**config.mk**
```make
export PLATFORM = sky130hd
export DESIGN_NAME = looper_transport_controller_core_flat
export DESIGN_NICKNAME = d
export VERILOG_FILES = /design/src/design/ltc_pkg.sv /design/src/design/ltc_if.sv /design/src/design/looper_transport_controller_core.sv /design/src/flat_wrapper.sv
export SDC_FILE = /design/constraint.sdc
export NUM_CORES = 1
export LEC_CHECK = 0
export BUFFER_PORTS_ARGS = -buffer_cell sky130_fd_sc_hd__buf_2
export CAP_MARGIN = 20
export CORE_MARGIN = 4
export CORE_UTILIZATION = 45
export CTS_BUF_LIST = sky130_fd_sc_hd__clkbuf_8
export CTS_CLUSTER_DIAMETER = 200
export CTS_CLUSTER_SIZE = 40
export DETAILED_ROUTE_END_ITERATION = 8
export GPL_ROUTABILITY_DRIVEN = 0
export PLACE_DENSITY = 0.61
export SLEW_MARGIN = 5
export SYNTH_ARGS = -nofsm -noshare
export SYNTH_HDL_FRONTEND = slang
export SYNTH_SLANG_ARGS = --single-unit
```
**constraint.sdc**
```tcl
create_clock -name clk -period 6.1 [get_ports clk]
set_clock_uncertainty 0.05 [all_clocks]
set_input_delay 0.305 -clock clk [delete_from_list [all_inputs] [get_ports clk]]
set_output_delay 0.305 -clock clk [all_outputs]
set_load 0.02 [all_outputs]
```
**src/design/ltc_pkg.sv**
```systemverilog
// Shared types and constants for the looper transport controller.
`default_nettype none

package ltc_pkg;

  // Fixed field widths.
  localparam int CMD_W         = 3;
  localparam int MODE_W        = 2;
  localparam int NUM_SAMPLES_W = 14;
  localparam int LENGTH_W      = 24;

  // Default widths of position and normalized position.
  localparam int POS_BITS_DEF  = 24;
  localparam int FRAC_BITS_DEF = 16;

  // Transport modes.
  typedef enum logic [MODE_W-1:0] {
    MODE_STOPPED   = 2'd0,
    MODE_RECORDING = 2'd1,
    MODE_PLAYING   = 2'd2,
    MODE_OVERDUB   = 2'd3
  } mode_t;

  // Transport commands.
  typedef enum logic [CMD_W-1:0] {
    CMD_TICK         = 3'd0,
    CMD_START_RECORD = 3'd1,
    CMD_STOP_RECORD  = 3'd2,
    CMD_START_PLAY   = 3'd3,
    CMD_STOP_PLAY    = 3'd4,
    CMD_START_OVDB   = 3'd5,
    CMD_STOP_OVDB    = 3'd6,
    CMD_SET_LENGTH   = 3'd7
  } cmd_t;

endpackage

`default_nettype wire

```
**src/design/ltc_if.sv**
```systemverilog
// Valid/ready channel interfaces for the transport controller input and result words.
`default_nettype none

interface ltc_in_if;
  logic                               valid;
  logic                               ready;
  logic [ltc_pkg::CMD_W-1:0]          cmd;
  logic [ltc_pkg::NUM_SAMPLES_W-1:0]  num_samples;
  logic [ltc_pkg::LENGTH_W-1:0]       length_value;

  modport source (output valid, cmd, num_samples, length_value, input ready);
  modport sink   (input valid, cmd, num_samples, length_value, output ready);
endinterface

interface ltc_out_if #(
  parameter int POS_BITS  = ltc_pkg::POS_BITS_DEF,
  parameter int FRAC_BITS = ltc_pkg::FRAC_BITS_DEF
);
  logic                        valid;
  logic                        ready;
  logic [ltc_pkg::MODE_W-1:0]  mode;
  logic [POS_BITS-1:0]         position;
  logic [POS_BITS-1:0]         loop_length;
  logic [FRAC_BITS-1:0]        normalized_position;

  modport source (output valid, mode, position, loop_length, normalized_position,
                  input ready);
  modport sink   (input valid, mode, position, loop_length, normalized_position,
                  output ready);
endinterface

`default_nettype wire

```
**src/design/looper_transport_controller_core.sv**
```systemverilog
// A command word goes straight to the posting state; a tick word in a running mode first runs
// the wrap division (when looping with a nonzero length), the fraction check and the fraction
// division. One word at a time, the next taken the cycle after the result posts; the bit-serial
// remainder/quotient unit sets the time, and a result the sink has not taken holds the block
// until it is.
// Reset (rst_n, synchronous, active low) clears mode, position, length, fraction and output valid.
`default_nettype none

module looper_transport_controller_core #(
  parameter int POS_BITS  = ltc_pkg::POS_BITS_DEF,
  parameter int FRAC_BITS = ltc_pkg::FRAC_BITS_DEF
) (
  input  wire       clk,
  input  wire       rst_n,
  ltc_in_if.sink    in_ch,
  ltc_out_if.source out_ch
);

  localparam int LW    = (POS_BITS > ltc_pkg::LENGTH_W) ? POS_BITS : ltc_pkg::LENGTH_W;
  localparam int STEPS = ((POS_BITS + 1) > FRAC_BITS) ? (POS_BITS + 1) : FRAC_BITS;
  localparam int CW    = $clog2(STEPS + 1);

  typedef enum logic [2:0] {
    S_IDLE,
    S_MOD,
    S_FCHK,
    S_FRAC,
    S_DONE
  } state_t;

  state_t                 state_r,  state_nxt;
  ltc_pkg::mode_t         mode_r,   mode_nxt;
  logic [POS_BITS-1:0]    pos_r,    pos_nxt;
  logic [POS_BITS-1:0]    len_r,    len_nxt;
  logic [FRAC_BITS-1:0]   frac_r,   frac_nxt;
  logic [POS_BITS-1:0]    rem_r,    rem_nxt;
  logic [POS_BITS:0]      dvd_r,    dvd_nxt;
  logic [FRAC_BITS-1:0]   q_r,      q_nxt;
  logic [CW-1:0]          cnt_r,    cnt_nxt;
  logic                   outv_r,   outv_nxt;
  logic [ltc_pkg::MODE_W-1:0] out_mode_r, out_mode_nxt;
  logic [POS_BITS-1:0]    out_pos_r,  out_pos_nxt;
  logic [POS_BITS-1:0]    out_len_r,  out_len_nxt;
  logic [FRAC_BITS-1:0]   out_frac_r, out_frac_nxt;

  logic                   in_acc;
  logic                   shift_bit;
  logic [POS_BITS:0]      rem_sh;
  logic [POS_BITS:0]      rem_sub;
  logic                   rem_ge;
  logic [POS_BITS-1:0]    rem_new;
  logic [POS_BITS:0]      tick_sum;
  logic [LW-1:0]          len_in_ext;
  logic [LW-1:0]          len_cap;
  logic [LW-1:0]          len_sat;
  logic                   looping;

  assign in_ch.ready = (state_r == S_IDLE);
  assign in_acc      = in_ch.valid && in_ch.ready;

  // One restoring step of the shared bit-serial divider.
  assign shift_bit = (state_r == S_MOD) ? dvd_r[POS_BITS] : 1'b0;
  assign rem_sh    = {rem_r, shift_bit};
  assign rem_ge    = (rem_sh >= {1'b0, len_r});
  assign rem_sub   = rem_sh - {1'b0, len_r};
  assign rem_new   = rem_ge ? rem_sub[POS_BITS-1:0] : rem_sh[POS_BITS-1:0];

  // Tick sum and saturated loop length for the set length command.
  assign tick_sum   = {1'b0, pos_r} + (POS_BITS + 1)'(in_ch.num_samples);
  assign len_in_ext = LW'(in_ch.length_value);
  assign len_cap    = LW'({POS_BITS{1'b1}});
  assign len_sat    = (len_in_ext > len_cap) ? len_cap : len_in_ext;
  assign looping    = (mode_r == ltc_pkg::MODE_PLAYING) || (mode_r == ltc_pkg::MODE_OVERDUB);

  // Sequencer: decode a word, run the wrap and fraction divisions, post the result.
  always_comb begin
    state_nxt    = state_r;
    mode_nxt     = mode_r;
    pos_nxt      = pos_r;
    len_nxt      = len_r;
    frac_nxt     = frac_r;
    rem_nxt      = rem_r;
    dvd_nxt      = dvd_r;
    q_nxt        = q_r;
    cnt_nxt      = cnt_r;
    outv_nxt     = outv_r;
    out_mode_nxt = out_mode_r;
    out_pos_nxt  = out_pos_r;
    out_len_nxt  = out_len_r;
    out_frac_nxt = out_frac_r;

    if (outv_r && out_ch.ready) begin
      outv_nxt = 1'b0;
    end

    case (state_r)
      S_IDLE: begin
        if (in_acc) begin
          state_nxt = S_DONE;
          case (ltc_pkg::cmd_t'(in_ch.cmd))
            ltc_pkg::CMD_TICK: begin
              if (mode_r != ltc_pkg::MODE_STOPPED) begin
                if (looping && (len_r != '0)) begin
                  dvd_nxt   = tick_sum;
                  rem_nxt   = '0;
                  cnt_nxt   = CW'(POS_BITS + 1);
                  state_nxt = S_MOD;
                end else begin
                  pos_nxt   = tick_sum[POS_BITS] ? {POS_BITS{1'b1}} : tick_sum[POS_BITS-1:0];
                  state_nxt = S_FCHK;
                end
              end
            end
            ltc_pkg::CMD_START_RECORD: begin
              len_nxt  = '0;
              pos_nxt  = '0;
              frac_nxt = '0;
              mode_nxt = ltc_pkg::MODE_RECORDING;
            end
            ltc_pkg::CMD_STOP_RECORD: begin
              if (mode_r == ltc_pkg::MODE_RECORDING) begin
                if (pos_r != '0) begin
                  len_nxt  = pos_r;
                  pos_nxt  = '0;
                  frac_nxt = '0;
                  mode_nxt = ltc_pkg::MODE_PLAYING;
                end else begin
                  mode_nxt = ltc_pkg::MODE_STOPPED;
                end
              end
            end
            ltc_pkg::CMD_START_PLAY: begin
              if (len_r != '0) begin
                mode_nxt = ltc_pkg::MODE_PLAYING;
              end
            end
            ltc_pkg::CMD_STOP_PLAY: begin
              pos_nxt  = '0;
              frac_nxt = '0;
              mode_nxt = ltc_pkg::MODE_STOPPED;
            end
            ltc_pkg::CMD_START_OVDB: begin
              if (len_r != '0) begin
                mode_nxt = ltc_pkg::MODE_OVERDUB;
              end
            end
            ltc_pkg::CMD_STOP_OVDB: begin
              if (mode_r == ltc_pkg::MODE_OVERDUB) begin
                mode_nxt = ltc_pkg::MODE_PLAYING;
              end
            end
            ltc_pkg::CMD_SET_LENGTH: begin
              len_nxt = len_sat[POS_BITS-1:0];
            end
            default: begin
              state_nxt = S_DONE;
            end
          endcase
        end
      end

      // Remainder of the tick sum by the loop length, one dividend bit per cycle.
      S_MOD: begin
        rem_nxt = rem_new;
        dvd_nxt = {dvd_r[POS_BITS-1:0], 1'b0};
        cnt_nxt = cnt_r - 1'b1;
        if (cnt_r == CW'(1)) begin
          pos_nxt   = rem_new;
          state_nxt = S_FCHK;
        end
      end

      // Zero length and position at or past the length need no division.
      S_FCHK: begin
        if (len_r == '0) begin
          frac_nxt  = '0;
          state_nxt = S_DONE;
        end else if (pos_r >= len_r) begin
          frac_nxt  = {FRAC_BITS{1'b1}};
          state_nxt = S_DONE;
        end else begin
          rem_nxt   = pos_r;
          cnt_nxt   = CW'(FRAC_BITS);
          state_nxt = S_FRAC;
        end
      end

      // Fractional long division, one quotient bit per cycle.
      S_FRAC: begin
        rem_nxt = rem_new;
        q_nxt   = {q_r[FRAC_BITS-2:0], rem_ge};
        cnt_nxt = cnt_r - 1'b1;
        if (cnt_r == CW'(1)) begin
          frac_nxt  = {q_r[FRAC_BITS-2:0], rem_ge};
          state_nxt = S_DONE;
        end
      end

      // Post the result word once the result register is free.
      S_DONE: begin
        if (!outv_r || out_ch.ready) begin
          outv_nxt     = 1'b1;
          out_mode_nxt = mode_r;
          out_pos_nxt  = pos_r;
          out_len_nxt  = len_r;
          out_frac_nxt = frac_r;
          state_nxt    = S_IDLE;
        end
      end

      default: begin
        state_nxt = S_IDLE;
      end
    endcase
  end

  // State and registered outputs.
  always_ff @(posedge clk) begin
    if (!rst_n) begin
      state_r <= S_IDLE;
      mode_r  <= ltc_pkg::MODE_STOPPED;
      pos_r   <= '0;
      len_r   <= '0;
      frac_r  <= '0;
      cnt_r   <= '0;
      outv_r  <= 1'b0;
    end else begin
      state_r <= state_nxt;
      mode_r  <= mode_nxt;
      pos_r   <= pos_nxt;
      len_r   <= len_nxt;
      frac_r  <= frac_nxt;
      cnt_r   <= cnt_nxt;
      outv_r  <= outv_nxt;
    end
    rem_r      <= rem_nxt;
    dvd_r      <= dvd_nxt;
    q_r        <= q_nxt;
    out_mode_r <= out_mode_nxt;
    out_pos_r  <= out_pos_nxt;
    out_len_r  <= out_len_nxt;
    out_frac_r <= out_frac_nxt;
  end

  assign out_ch.valid               = outv_r;
  assign out_ch.mode                = out_mode_r;
  assign out_ch.position            = out_pos_r;
  assign out_ch.loop_length         = out_len_r;
  assign out_ch.normalized_position = out_frac_r;

`ifndef NO_ASSERTIONS
  // The partial remainder always stays below the loop length while dividing.
  a_rem_below_len: assert property (@(posedge clk) disable iff (!rst_n)
    (state_r == S_MOD || state_r == S_FRAC) |-> (rem_r < len_r))
    else $error("divider remainder reached the loop length");

  // The step counter never runs out inside a division.
  a_cnt_live: assert property (@(posedge clk) disable iff (!rst_n)
    (state_r == S_MOD || state_r == S_FRAC) |-> (cnt_r != '0))
    else $error("divider step counter empty while dividing");

  // A new result word only appears from the posting state.
  a_post_from_done: assert property (@(posedge clk) disable iff (!rst_n)
    (outv_r && !$past(outv_r) && $past(rst_n)) |-> $past(state_r == S_DONE))
    else $error("result word posted outside the posting state");

  // No word is accepted while a division is running.
  a_busy_no_accept: assert property (@(posedge clk) disable iff (!rst_n)
    (state_r == S_MOD || state_r == S_FRAC || state_r == S_FCHK) |-> !in_ch.ready)
    else $error("input accepted while busy");
`endif

endmodule

`default_nettype wire

```
**src/flat_wrapper.sv**
```systemverilog
// flat-port wrapper written by rule: the top's interface ports become plain ports
module looper_transport_controller_core_flat 
#(
  parameter int POS_BITS  = ltc_pkg::POS_BITS_DEF,
  parameter int FRAC_BITS = ltc_pkg::FRAC_BITS_DEF
)
  (clk, rst_n, in_ch_valid, in_ch_cmd, in_ch_num_samples, in_ch_length_value, in_ch_ready, out_ch_valid, out_ch_mode, out_ch_position, out_ch_loop_length, out_ch_normalized_position, out_ch_ready);
  ltc_in_if in_ch_i ();
  ltc_out_if #(.POS_BITS(POS_BITS), .FRAC_BITS(FRAC_BITS)) out_ch_i ();
  input  wire clk;
  input  wire rst_n;
  input wire logic [$bits(in_ch_i.valid)-1:0] in_ch_valid;
  input wire logic [$bits(in_ch_i.cmd)-1:0] in_ch_cmd;
  input wire logic [$bits(in_ch_i.num_samples)-1:0] in_ch_num_samples;
  input wire logic [$bits(in_ch_i.length_value)-1:0] in_ch_length_value;
  output wire logic [$bits(in_ch_i.ready)-1:0] in_ch_ready;
  output wire logic [$bits(out_ch_i.valid)-1:0] out_ch_valid;
  output wire logic [$bits(out_ch_i.mode)-1:0] out_ch_mode;
  output wire logic [$bits(out_ch_i.position)-1:0] out_ch_position;
  output wire logic [$bits(out_ch_i.loop_length)-1:0] out_ch_loop_length;
  output wire logic [$bits(out_ch_i.normalized_position)-1:0] out_ch_normalized_position;
  input wire logic [$bits(out_ch_i.ready)-1:0] out_ch_ready;
  assign in_ch_i.valid = in_ch_valid;
  assign in_ch_i.cmd = in_ch_cmd;
  assign in_ch_i.num_samples = in_ch_num_samples;
  assign in_ch_i.length_value = in_ch_length_value;
  assign in_ch_ready = in_ch_i.ready;
  assign out_ch_valid = out_ch_i.valid;
  assign out_ch_mode = out_ch_i.mode;
  assign out_ch_position = out_ch_i.position;
  assign out_ch_loop_length = out_ch_i.loop_length;
  assign out_ch_normalized_position = out_ch_i.normalized_position;
  assign out_ch_i.ready = out_ch_ready;
  looper_transport_controller_core #(.POS_BITS(POS_BITS), .FRAC_BITS(FRAC_BITS)) u_core (.clk(clk), .rst_n(rst_n), .in_ch(in_ch_i), .out_ch(out_ch_i));
endmodule
```
==> impl_summary.md, run 1 <==
Outcome
The run finished with clean final reports.

Global routing
The maximum number of pins on one net before global-route repair is 67. After global routing the overflow that remains totals 0. The first global-routing pass estimated just under 50,000 µm of wire.

The number of antenna violations at the first check in global routing is 0. The combined global-route utilization of all metal layers is 0.218. The number of global-route vias before repair came to about 8,700.

Yosys
Synthesis produced a netlist with a net count of 1,252. The share of synthesized area in the top cell type comes to 0.341. The average instance area after synthesis is between 10 and 15 µm². The number of different library cells in the post-synthesis netlist is 80.

Synthesis inferred ~210 register bits. The synthesized design contains 130 enable-type register cells. For this run, the leading register cell type out of synthesis is edfxtp_1. The share of synthesized area occupied by flip-flops and latches is 0.472. The Yosys step of the flow raised 0 warnings. After synthesis the cells add up to 11,400 µm². The post-synthesis instance total is 1,141.

Yosys attributes the largest share of cell area to edfxtp_1 (34%), dfxtp_1 (13%), ha_1 (7.0%). Counting flops with an async set or reset pin after synthesis yields a share of 0. The cell type with the highest aggregate area in the netlist is edfxtp_1.

Critical path
In this run the worst path has a maximum fanout of 28. The cell class contributing the biggest share of worst-path delay is simple AND/OR/NAND/NOR gates. The endpoint of the worst register-to-register path is u_core.pos_r[15].

The setup check on the worst reg-to-reg path leaves a slack of 1.71 ns. The count of cell instances traversed by the critical path is 13. The kind of critical path is flop to flop. The required time of the critical path is 6.52 ns. The origin of the critical flop-to-flop path is u_core.state_r[2]. The worst path buffer plus inverter count is 1. The most numerous cell type found on the critical path is nand2b_1. The largest single stage delay on the critical path is around 0.75 ns.

The slowest stage of the critical path is the nand2b_1 cell. Measured in cells, the most critical reg-to-reg path has a length of 13. The kind of start point of the critical path is a flop. The endpoint type of the worst setup path is a flop. Following the worst setup path forward leads to its endpoint at u_core.pos_r[15].

The signal on the critical path passes through nand2b_1, nor2_2, nand2_1, ha_1, nand2b_1, a211oi_1, o211ai_1, o211ai_2, o32ai_4, inv_2, and4_1, o311ai_1, nand3_1. Tracing the worst setup path back leads to its startpoint at u_core.state_r[2]. At the worst endpoint, the arrival time is a little under 5 ns.

Detailed routing
Summing over every cut layer, the via total after detailed routing is 9,295. The top routing layer in use is met4. The count of nets left with antenna violations after detail routing is 0. The met3 wire length is 2030 µm. The post-route met1 wirelength is 15,300 µm. The vias per cell is 6.01.

The average routed wire per standard cell is 20.5 µm. After detailed routing, the number of remaining DRC violations is 0. The first TritonRoute pass finished after 5 iterations. Wire segments on met2 add up to between 10,000 and 15,000 µm in the final route. The number of DRC markers in iteration 0 is 795. For this block, the routed nets add up to 31,700 µm of wire.

Clocking
The library cell used as clock root buffer is clkbuf_8. Buffers inserted during clock tree synthesis total 9. The CTS tree is built.

The clock-pin slew of the registers on the worst-case setup and hold paths is roughly 0.24 ns. The number of levels the H-tree was split into is 1. The clock net in this run drives a total of 205 sinks.

The number of hold buffers added after cts is 0. The quantity of gates resized following cts is 0. The clock reaches the later pin of the worst-skew pair after 0.56 ns. In this run the deepest clock path goes through 3 buffers.

The post-CTS setup-driven buffer insertion count is 0.

Timing
The final count of hold timing violations was 0. On the final layout, the worst hold slack is 0.0375 ns. Setup violations remaining at the end of the flow were counted as 0. The tightest slew margin relative to the limit is 0.291. The number of pins with negative max-slew slack in the final report is 0. For the finished layout, the period the worst path requires is 4.39 ns. Setup repair after global routing left no endpoint under its margin. Setup total negative slack on the finished layout was measured at 0 ns. The final worst-path cycle share is 0.720. The maximum clock frequency is 228 MHz. The pin slew with the least headroom to its limit is between 1 and 1.5 ns.

Floorplan
After floorplanning, the core was divided into 58 placement rows. The floorplan step defined a core boundary enclosing ~25,000 µm². The starting density of the core is 0.456. The die width is 168 µm. The I/O pin count is roughly 110. The die height is 168 µm.

The die covers ~28,000 µm².

Finish
The total area of multi-input combinational cells is between 5000 and 6000 µm². For this run, the number of standard cells in the final layout without fillers is approximately 1,500. The footprint of the flip-flops and latches is 5410 µm². The fraction of layout instances using a drive strength above 1 is 0.156. The filler cell count is 2,381. The count of nets after finishing is 1,325. The area growth from synthesis to layout is 8.78%.

The number of inserted diodes is 0.

Pwr
The maximum resistive drop on vdd is 0.151 mV. Summed over all cells, the static leakage comes to 4.79 nW. The power density over the cells is 231 nW/µm².

Placed design
In this run the tool buffered the top-level ports with about 110 buffer cells. Once placement completed, the tool counted placed cells totaling 1,533. The HPWL after detailed placement is 22,900 µm.

Flow run
The tool flagged a number of max-cap violations equal to 0.

Hold path
The path type of the worst min-delay path is primary input to flop.
==> flip-flops by register name, indices dropped and copies added, names as in the netlist, 5 cells and up <==
name	count
u_core.dvd_r	25
u_core.len_r	24
u_core.out_ch.loop_length	24
u_core.out_ch.position	24
u_core.pos_r	24
u_core.rem_r	24
u_core.frac_r	16
u_core.out_ch.normalized_position	16
u_core.q_r	15
u_core.cnt_r	5
==> metrics by stage <==
| step | total power, mW | worst slack [ns] | utilization | cell area [µm²] |
|---|---|---|---|---|
| after floorplan | 2.12 | 2.04 | - | 11400 |
| after global placement | 2.33 | 1.83 | 0.489 | 12300 |
| after detailed placement | 2.33 | 1.74 | 0.489 | 12300 |
| after CTS | 2.89 | 1.73 | 0.496 | 12500 |
| after global routing | 3.02 | 1.41 | 0.496 | 12500 |
| final | 2.88 | 1.71 | 0.496 | 12500 |
==> cell usage after synthesis (23+ instances only) <==
master    count
nand2_1      94
ha_1         64
inv_1        47
and3_1       28
clkbuf_1     46
a21oi_1      74
nor2_1       78
dfxtp_1      75
a21o_1       23
a211oi_1     34
edfxtp_1    130
o21ai_0      74
a22oi_1      24
==> worst min-delay path: stages <==
cell and delay, ns:
buf_2 0.09, a22oi_1 0.14, a211oi_1 0.09
==> per-layer routing <==
metal / vias to the layer above / GRT usage
met5: - / 0
met4: 0 / 0.0381
met3: 30 / 0.0255
met2: 330 / 0.335
met1: 4492 / 0.336
li1: 4443 / -
==> layout by cell type, fill, tap and decap left out, types with 5 or more instances in the layout <==
cell	netlist	routed
o211ai_1	8	8
buf_4	2	21
a2bb2oi_1	7	7
xor2_1	20	20
dfxtp_1	75	75
o221a_2	17	17
nor2b_1	9	9
nand4_1	14	14
buf_2	19	112
xnor2_1	20	20
nor2_1	78	76
and2_1	11	11
inv_1	47	50
or3_1	7	7
and3_1	28	28
a22oi_1	24	24
nand2_1	94	94
nand3_1	19	19
nand2b_1	16	16
mux2i_1	15	15
o21ai_1	5	5
clkbuf_8	0	9
a21o_1	23	23
a21oi_1	74	74
a32oi_1	5	5
edfxtp_1	130	130
a211oi_1	34	34
nor3b_1	6	5
nor4_1	15	15
ha_1	64	64
o22ai_1	5	5
nor3_1	17	16
o21a_1	5	5
o21ai_0	74	74
a31oi_1	19	19
and4_1	6	6
a221oi_1	5	5
o31ai_1	6	6
==> cell type report <==
type                       instances  share of cell area
timing repair buffer             133              0.0577
sequential                       205               0.434
inverter                          48              0.0145
multi-input combinational        817               0.447
tap                              330              0.0332
clock inverter                     4             0.00332
clock buffer                       9             0.00995
==> kinds of logic (layout without fill, tap and decap cells) <==
logic type / after synthesis / after routing / share of synthesized area
buf+inv: 119 / 194 / 0.0437
compound gates: 359 / 359 / 0.218
fa+ha+maj: 66 / 66 / 0.0734
flops: 205 / 205 / 0.472
xor+xnor: 40 / 40 / 0.0306
simple gates: 335 / 335 / 0.147
mux: 17 / 17 / 0.0154
==> worst min-delay path by stage <==
| stage | to | startpoint | cells after the start | slack, ns |
|---|---|---|---|---|
| floorplan | u_core.out_ch.normalized_position[0] | u_core.frac_r[0] | 0 | 0.36 |
| global placement | u_core.out_ch.normalized_position[7] | u_core.frac_r[7] | 0 | 0.37 |
| detailed placement | u_core.out_ch.normalized_position[2] | u_core.frac_r[2] | 0 | 0.37 |
| CTS | u_core.len_r[3] | in_ch_length_value[3] | 3 | 0.03 |
| global route | u_core.len_r[7] | in_ch_length_value[7] | 3 | 0.02 |
| finish | u_core.len_r[3] | in_ch_length_value[3] | 3 | 0.04 |
==> where the power goes <==
| group | total [mW] | internal, mW | leakage [nW] | switching, mW |
|---|---|---|---|---|
| Clock | 0.570 | 0.148 | 0.0921 | 0.422 |
| Combinational | 0.699 | 0.257 | 2.86 | 0.442 |
| Sequential | 1.61 | 1.55 | 1.83 | 0.0586 |
Power figures use the tool's default switching activity.
==> run 2: changes to the inputs <==
==> constraint.sdc (replaced) <==
create_clock -name clk -period 4.41 [get_ports clk]
set_clock_uncertainty 0.05 [all_clocks]
set_input_delay 0.2205 -clock clk [delete_from_list [all_inputs] [get_ports clk]]
set_output_delay 0.2205 -clock clk [all_outputs]
set_load 0.02 [all_outputs]
==> run 2 against run 1 <==
Compared with the run above: first-iteration DRC count rose by 19%; routed wire length rose by 1.3%; cell area rose by 2.5%; sequential power rose by 39%; critical path depth rose by 1; sequential share of layout area fell by 1.1 points; die area did not move; clock power rose by 40%; worst hold slack improved by 0.013 ns; register-to-register slack got worse by 0.83 ns; setup slack got worse by 0.83 ns; critical endpoint is now u_core.rem_r[22].
==> impl_summary.md, run 2 (synthesized netlist as in run 1, its figures left out) <==
Outcome
The run finished with clean final reports.

Clocking
The CTS buffer count is 9. The library cell used as clock root buffer is clkbuf_8. The post-CTS setup-driven buffer insertion count is 0. The quantity of gates resized following cts is 0. The number of levels the H-tree was split into is 1. The clock latency of the later-clocked register in the worst-skew pair is 0.57 ns. For this design, the sink count on the clock tree is 205.

The largest buffer count on any clock path is 3. After clock tree synthesis, the clock-pin slew on the worst setup and hold paths is 0.24 ns. The CTS tree is built.

Detailed routing
The count of TritonRoute iterations in the first routing pass is 6. The average routed wire per standard cell is 20.3 µm. The number of DRC violations after detailed routing is 0.

The routed design has 32,100 µm of wire. The detailed router placed 9,312 vias in this run. After detailed routing, the number of vias per cell comes to between 5 and 6. The count of nets left with antenna violations after detail routing is 0.

The number of DRC markers in iteration 0 is 950.

Timing
The post-route worst hold slack is 0.0502 ns. The maximum clock frequency is 283 MHz. Of the available clock period, the critical path in the final layout requires 0.801. The number of setup violations in the final report is 0.

The clock period minus worst slack is 3.53 ns. The number of pins with negative max-slew slack in the final report was 0. The pin slew with the least headroom to its limit is 1.06 ns. Setup repair after global routing left no endpoint under its margin. The tightest slew margin relative to the limit is 0.292. Adding up every negative setup slack in the final design gives 0 ns. The final count of hold timing violations was 0.

Finish
The library cell used most frequently in the layout, excluding fill and tap cells, is edfxtp_1. The growth of design area from synthesis to finish is 11.5%. The filler cells instantiated in the layout total 2,412. After the last flow step, the layout net total stands at 1,358. The number of flip-flops under the largest register name is 25. The number of inserted diodes is 0. The largest register by flop count is u_core.dvd_r.

Of the cells placed in the final design, the portion with a size suffix greater than 1 is 0.158. The library cells used most frequently in the layout, excluding fill and tap cells, are edfxtp_1 (130), buf_2 (112), nand2_1 (94). The count of non-filler cells in the finished layout is 1,579.

Placed design
Counting tap cells, the placed design contains a total of roughly 1,500 instances. The total half-perimeter wirelength after legalization and detailed placement is 22,900 µm. In this run the tool buffered the top-level ports with 112 buffer cells.

Floorplan
The die width is 168 µm. The floorplan has 58 rows. The area of the placeable core is 25,100 µm². 113 I/O pins were placed. The starting density of the core is 0.456. The die covers 28,100 µm².

The die height is 168 µm.

Hold path
The start point of the worst min-delay path is in_ch_num_samples[0]. The path type of the worst min-delay path is primary input to flop.

Critical path
The worst setup path is of the flop to flop kind. The startpoint identified for the worst register-to-register timing path is u_core.state_r[2]. The required time of the critical path is 4.82 ns. Following the worst setup path forward leads to its endpoint at u_core.rem_r[22]. The data arrival time of the critical path is a little under 4 ns.

For this run, the slowest stage of the critical path takes 0.49 ns. The maximum net fanout on the critical path is 14. The endpoint of the worst register-to-register path is u_core.rem_r[22]. The flop-to-flop setup slack is 0.88 ns. The kind of start point of the critical path is a flop. For this design, the slowest cell found on the critical path is dfxtp_1. The cell count of the worst reg-to-reg path is 14. STA classifies the critical path endpoint as a flop. The signal on the critical path passes through nand2b_1, nor2_2, nand2_1, ha_1, inv_1, fa_1, a21oi_1, o211a_1, o2111a_1, o31ai_1, nand3_1, and4_1, o41ai_2, a22o_1. The first element of the critical path is u_core.state_r[2].

Pwr
The power density over the cells is 315 nW/µm². The maximum resistive drop on vdd is slightly above 0.2 mV. For this design the static power due to leakage is 4.93 nW.

Global routing
The number of global-route vias before repair is 8,980. The wire length of the first global-routing pass is ~51,000 µm. The number of antenna violations at the first check in global routing is 0. Summed over all layers, the global routing overflow is 0. The maximum number of pins on one net before global-route repair is 67.

The combined global-route utilization of all metal layers is 0.223.

Flow run
Max-cap violations in this run came to 0.
[run 2: cell types whose count changed in the layout (fill, tap and decap cells not counted), sizes merged]
cell	before	now
clkinv	1	2
buf	133	140
inv	51	50
dlygate4sd3	0	26
[run 2: layout make-up]
| type | count | area, µm² | area share |
|---|---|---|---|
| clock buffer | 9 | 124 | 0.00970 |
| clock inverter | 4 | 41.3 | 0.00323 |
| inverter | 48 | 180 | 0.0141 |
| multi-input combinational | 817 | 5570 | 0.436 |
| sequential | 205 | 5410 | 0.423 |
| tap | 330 | 413 | 0.0323 |
| timing repair buffer | 166 | 1030 | 0.0808 |
[run 2: what timing repair did]
action                                  4_1_cts  5_1_grt
endpoints found under the setup margin        0        0
hold endpoints to repair                     26        0
hold buffers                                 26        0
[run 2: worst min-delay path by stage]
| stage | to | slack [ns] | cells past startpoint |
|---|---|---|---|
| finish | u_core.dvd_r[0] | 0.05 | 3 |
| global route | u_core.dvd_r[0] | 0.03 | 3 |
| CTS | u_core.dvd_r[0] | 0.02 | 3 |
| detailed placement | u_core.out_ch.normalized_position[12] | 0.37 | 0 |
| global placement | u_core.out_ch.normalized_position[11] | 0.37 | 0 |
| floorplan | u_core.out_ch.normalized_position[0] | 0.36 | 0 |
[run 2: stage by stage]
step | setup WS [ns] | area [µm²] | util | power, mW
after floorplan | 0.349 | 11400 | - | 2.94
after global placement | 1.02 | 12300 | 0.491 | 3.22
after detailed placement | 0.963 | 12300 | 0.491 | 3.22
after CTS | 0.897 | 12800 | 0.508 | 4.04
after global routing | 0.580 | 12800 | 0.508 | 4.22
final | 0.879 | 12800 | 0.508 | 4.02
[run 2: power by group]
group	internal, mW	leakage (nW)	switching, mW
registers	2.15	1.83	0.0771
clock network	0.205	0.0921	0.592
logic	0.374	3.00	0.617
total	2.73	4.93	1.29
[run 2: critical path, delay by kind of cell (launching register included)]
family | cells | cell delay [ns]
AOI/OAI and AO/OA | 6 | 1.57
adders and majority gates | 2 | 0.38
buffers and inverters | 1 | 0.07
DFF | 1 | 0.49
and+or+nand+nor | 5 | 0.86
[run 2: metal layers]
layer	part of all wire	GRT usage	up-vias
met1	0.48	0.341	4420
met3	0.069	0.0342	36
li1	-	-	4520
met4	0.020	0.0483	0
met5	0	0	-
met2	0.43	0.335	336
==> run 3: changes to the inputs <==
--- a/config.mk
+++ b/config.mk
@@ -14,7 +14,7 @@
 export CTS_CLUSTER_SIZE = 40
 export DETAILED_ROUTE_END_ITERATION = 8
 export GPL_ROUTABILITY_DRIVEN = 0
-export PLACE_DENSITY = 0.61
+export PLACE_DENSITY = 0.64
 export SLEW_MARGIN = 5
 export SYNTH_ARGS = -nofsm -noshare
 export SYNTH_HDL_FRONTEND = slang
==> constraint.sdc (replaced) <==
create_clock -name clk -period 3.15 [get_ports clk]
set_clock_uncertainty 0.05 [all_clocks]
set_input_delay 0.1575 -clock clk [delete_from_list [all_inputs] [get_ports clk]]
set_output_delay 0.1575 -clock clk [all_outputs]
set_load 0.02 [all_outputs]
==> run 3 against run 2 <==
Compared with the run above: critical path depth decreased by 2; largest power group unchanged; count of clock-buffer cells in the layout unchanged; first-iteration DRC count decreased by 4.0%; maximum frequency increased by 16%; critical path type unchanged; sequential share of layout area decreased by 2.3 points; via count increased by 4.3%.
==> impl_summary.md, run 3 (synthesized netlist as in run 1, its figures left out) <==
Global routing
The wire length of the first global-routing pass is 50,700 µm. In the global route stage, overall resource usage came out at 0.222. The met2 routing resource usage after global routing is 0.340. The busiest metal layer after global routing is met1. The sum of overflow across all layers after global routing is 0. The number of antenna violations at the first check in global routing is 0.

The number of global-route vias before repair is 8,978. For met1 alone, demand over resource in global routing was 0.346. The maximum number of pins on one net before global-route repair is 49. In the global route stage, met3 resource usage came out at 0.0257.

Clocking
Clock-pin slew was measured on the worst setup and hold paths at 0.24 ns. The sink count of the clock tree is 205. The number of levels the H-tree was split into is 1.

The tree is rooted in a clkbuf_8. For the worst-skew pair, the clock arrives at the later sink with an insertion delay of 0.56 ns. The post-CTS setup-driven buffer insertion count is 0. The CTS buffer count is 9. TritonCTS built the clock tree. In this run the deepest clock path goes through 3 buffers.

Critical path
STA classifies the critical path startpoint as a flop. Setup slack on the worst reg-to-reg path comes out at 0.11 ns. The worst-path cell with the longest stage delay is edfxtp_1. The data arrival time of the critical path is 3.46 ns.

In this run the worst setup path begins at u_core.dvd_r[24]. In this run the critical register-to-register path is launched from u_core.dvd_r[24]. The signal on the critical path passes through nand2_4, ha_4, inv_1, fa_1, a21oi_2, o211a_1, o2111a_1, nor2_1, a211oi_2, nor4_1, o311ai_1, nand2_1.

The worst register-to-register path ends at u_core.pos_r[18]. Of all nets on the critical path, the largest fanout is 3. The peak per-stage delay on the critical path is 0.52 ns. Measured in cells, the most critical reg-to-reg path has a length of 12.

The worst setup path is of the flop to flop kind. For the worst setup path, the data required time is 3.58 ns. The endpoint type of the worst setup path is a flop. The critical path ends at u_core.pos_r[18].

Timing
The final worst-path cycle share is 0.964. The clock period minus worst slack is 3.04 ns. The number of setup violations in the final report is 0. Summed over all failing endpoints, the final setup total negative slack is 0 ns.

The tightest slew margin relative to the limit is 0.424. The post-route worst hold slack is approximately 0.048 ns. The number of pins with negative max-slew slack in the final report came to 0.

Derived from the worst setup path, the maximum achievable clock frequency is 329 MHz. The final count of hold timing violations is 0. The pin slew with the least headroom to its limit is between 0.8 and 0.9 ns.

Hold path
The worst hold path depth is 5. The path type of the worst min-delay path is primary input to flop.

Finish
After the last flow step, the layout net total stands at 1,430. The leading cell type in the layout, fill and taps excluded is edfxtp_1. The number of flip-flops under the largest register name is 25. The growth of design area from synthesis to finish is 18.1%. The largest register by flop count is u_core.dvd_r. In the final layout, the share of cells above drive strength 1 is 0.222. The number of inserted diodes is 0. The library cells used most frequently in the layout, excluding fill and tap cells, are edfxtp_1 (130), buf_2 (112), buf_4 (94).

Detailed routing
The routed design has about 33,000 µm of wire. In the routed design, unresolved DRC markers number 0. The count of TritonRoute iterations in the first routing pass is 5. The number of DRC markers in iteration 0 is 912. Across all layers, the routed design uses 9,709 vias. After detailed routing, the average wire length per cell comes to 19.7 µm.

The count of nets left with antenna violations after detail routing is 0. The vias per cell is 5.88.

Pwr
Summing internal, switching and leakage power gives roughly 5.8 mW. The maximum resistive drop on vdd is just under 0.4 mV. For this design the static power due to leakage is 5.34 nW.

Power spread over the standard cell area amounts to ~430 nW/µm².

Floorplan
The starting density of the core is 0.456. The core region is 25,100 µm². The area of the die is 28,100 µm².

The number of placement rows is 58. The die width is between 150 and 200 µm. The floorplan step set the die height to 168 µm. The I/O pin count is 113.

Placed design
During placement, the flow inserted port buffers numbering 112. The total half-perimeter wirelength after legalization and detailed placement is 24,300 µm.

Flow run
The number of maximum-capacitance constraint violations is 0.

Outcome
The flow ran to the end, and the final reports show no timing, DRC or antenna violations.
## run 3: cell types whose count changed in the layout (fill, tap and decap cells not counted), sizes merged
cell / previous run / this run
buf: 140 / 211
inv: 50 / 51
dlygate4sd3: 26 / 27
clkinv: 2 / 1
## run 3: worst max-delay path: cells and delay by family (launching register included)
| kind | cells | cell delay, ns |
|---|---|---|
| adders and majority gates | 2 | 0.54 |
| buffers and inverters | 1 | 0.04 |
| DFF | 1 | 0.52 |
| AOI/OAI and AO/OA | 5 | 1.39 |
| and+or+nand+nor | 4 | 0.41 |
## run 3: metrics by stage
step / instances / cell area, µm² / worst slack (ns) / utilization
after floorplan: 1141 / 11600 / -0.0762 / -
after global placement: 1611 / 13000 / 0.161 / 0.518
after detailed placement: 1611 / 13000 / 0.104 / 0.518
after CTS: 1651 / 13400 / 0.0492 / 0.535
after global routing: 1651 / 13500 / -0.0196 / 0.538
final: 1651 / 13500 / 0.113 / 0.538
## run 3: power by group
part           leakage, nW  switching, mW  total [mW]  internal (mW)
clock network       0.0921          0.808        1.09          0.287
logic                 3.42          0.944        1.61          0.662
registers             1.83         0.0860        3.10           3.01
## run 3: layout make-up
class	instances	area, µm²
Fill cell	2280	11600
Multi-Input combinational cell	817	5710
Sequential cell	205	5410
Timing Repair Buffer	238	1640
Tap cell	330	413
Inverter	48	180
Clock buffer	9	124
Clock inverter	4	41.3
## run 3: worst min path at each step
stage	startpoint	to
finish	in_ch_cmd[0]	u_core.mode_r[0]
global route	in_ch_valid	u_core.state_r[1]
CTS	in_ch_cmd[0]	u_core.mode_r[0]
detailed placement	u_core.frac_r[9]	u_core.out_ch.normalized_position[9]
global placement	u_core.frac_r[2]	u_core.out_ch.normalized_position[2]
floorplan	rst_n	u_core.cnt_r[1]
## run 3: repair_timing
item	CTS	global route
hold endpoints to repair	27	0
gates resized for setup	0	15
hold buffers	27	0
setup endpoints to repair	0	32
## run 3: metal layers
layer	up-vias	wire length, µm
met5	-	0
met4	0	476
met3	31	2600
met2	357	14100
met1	4661	15400
li1	4660	-
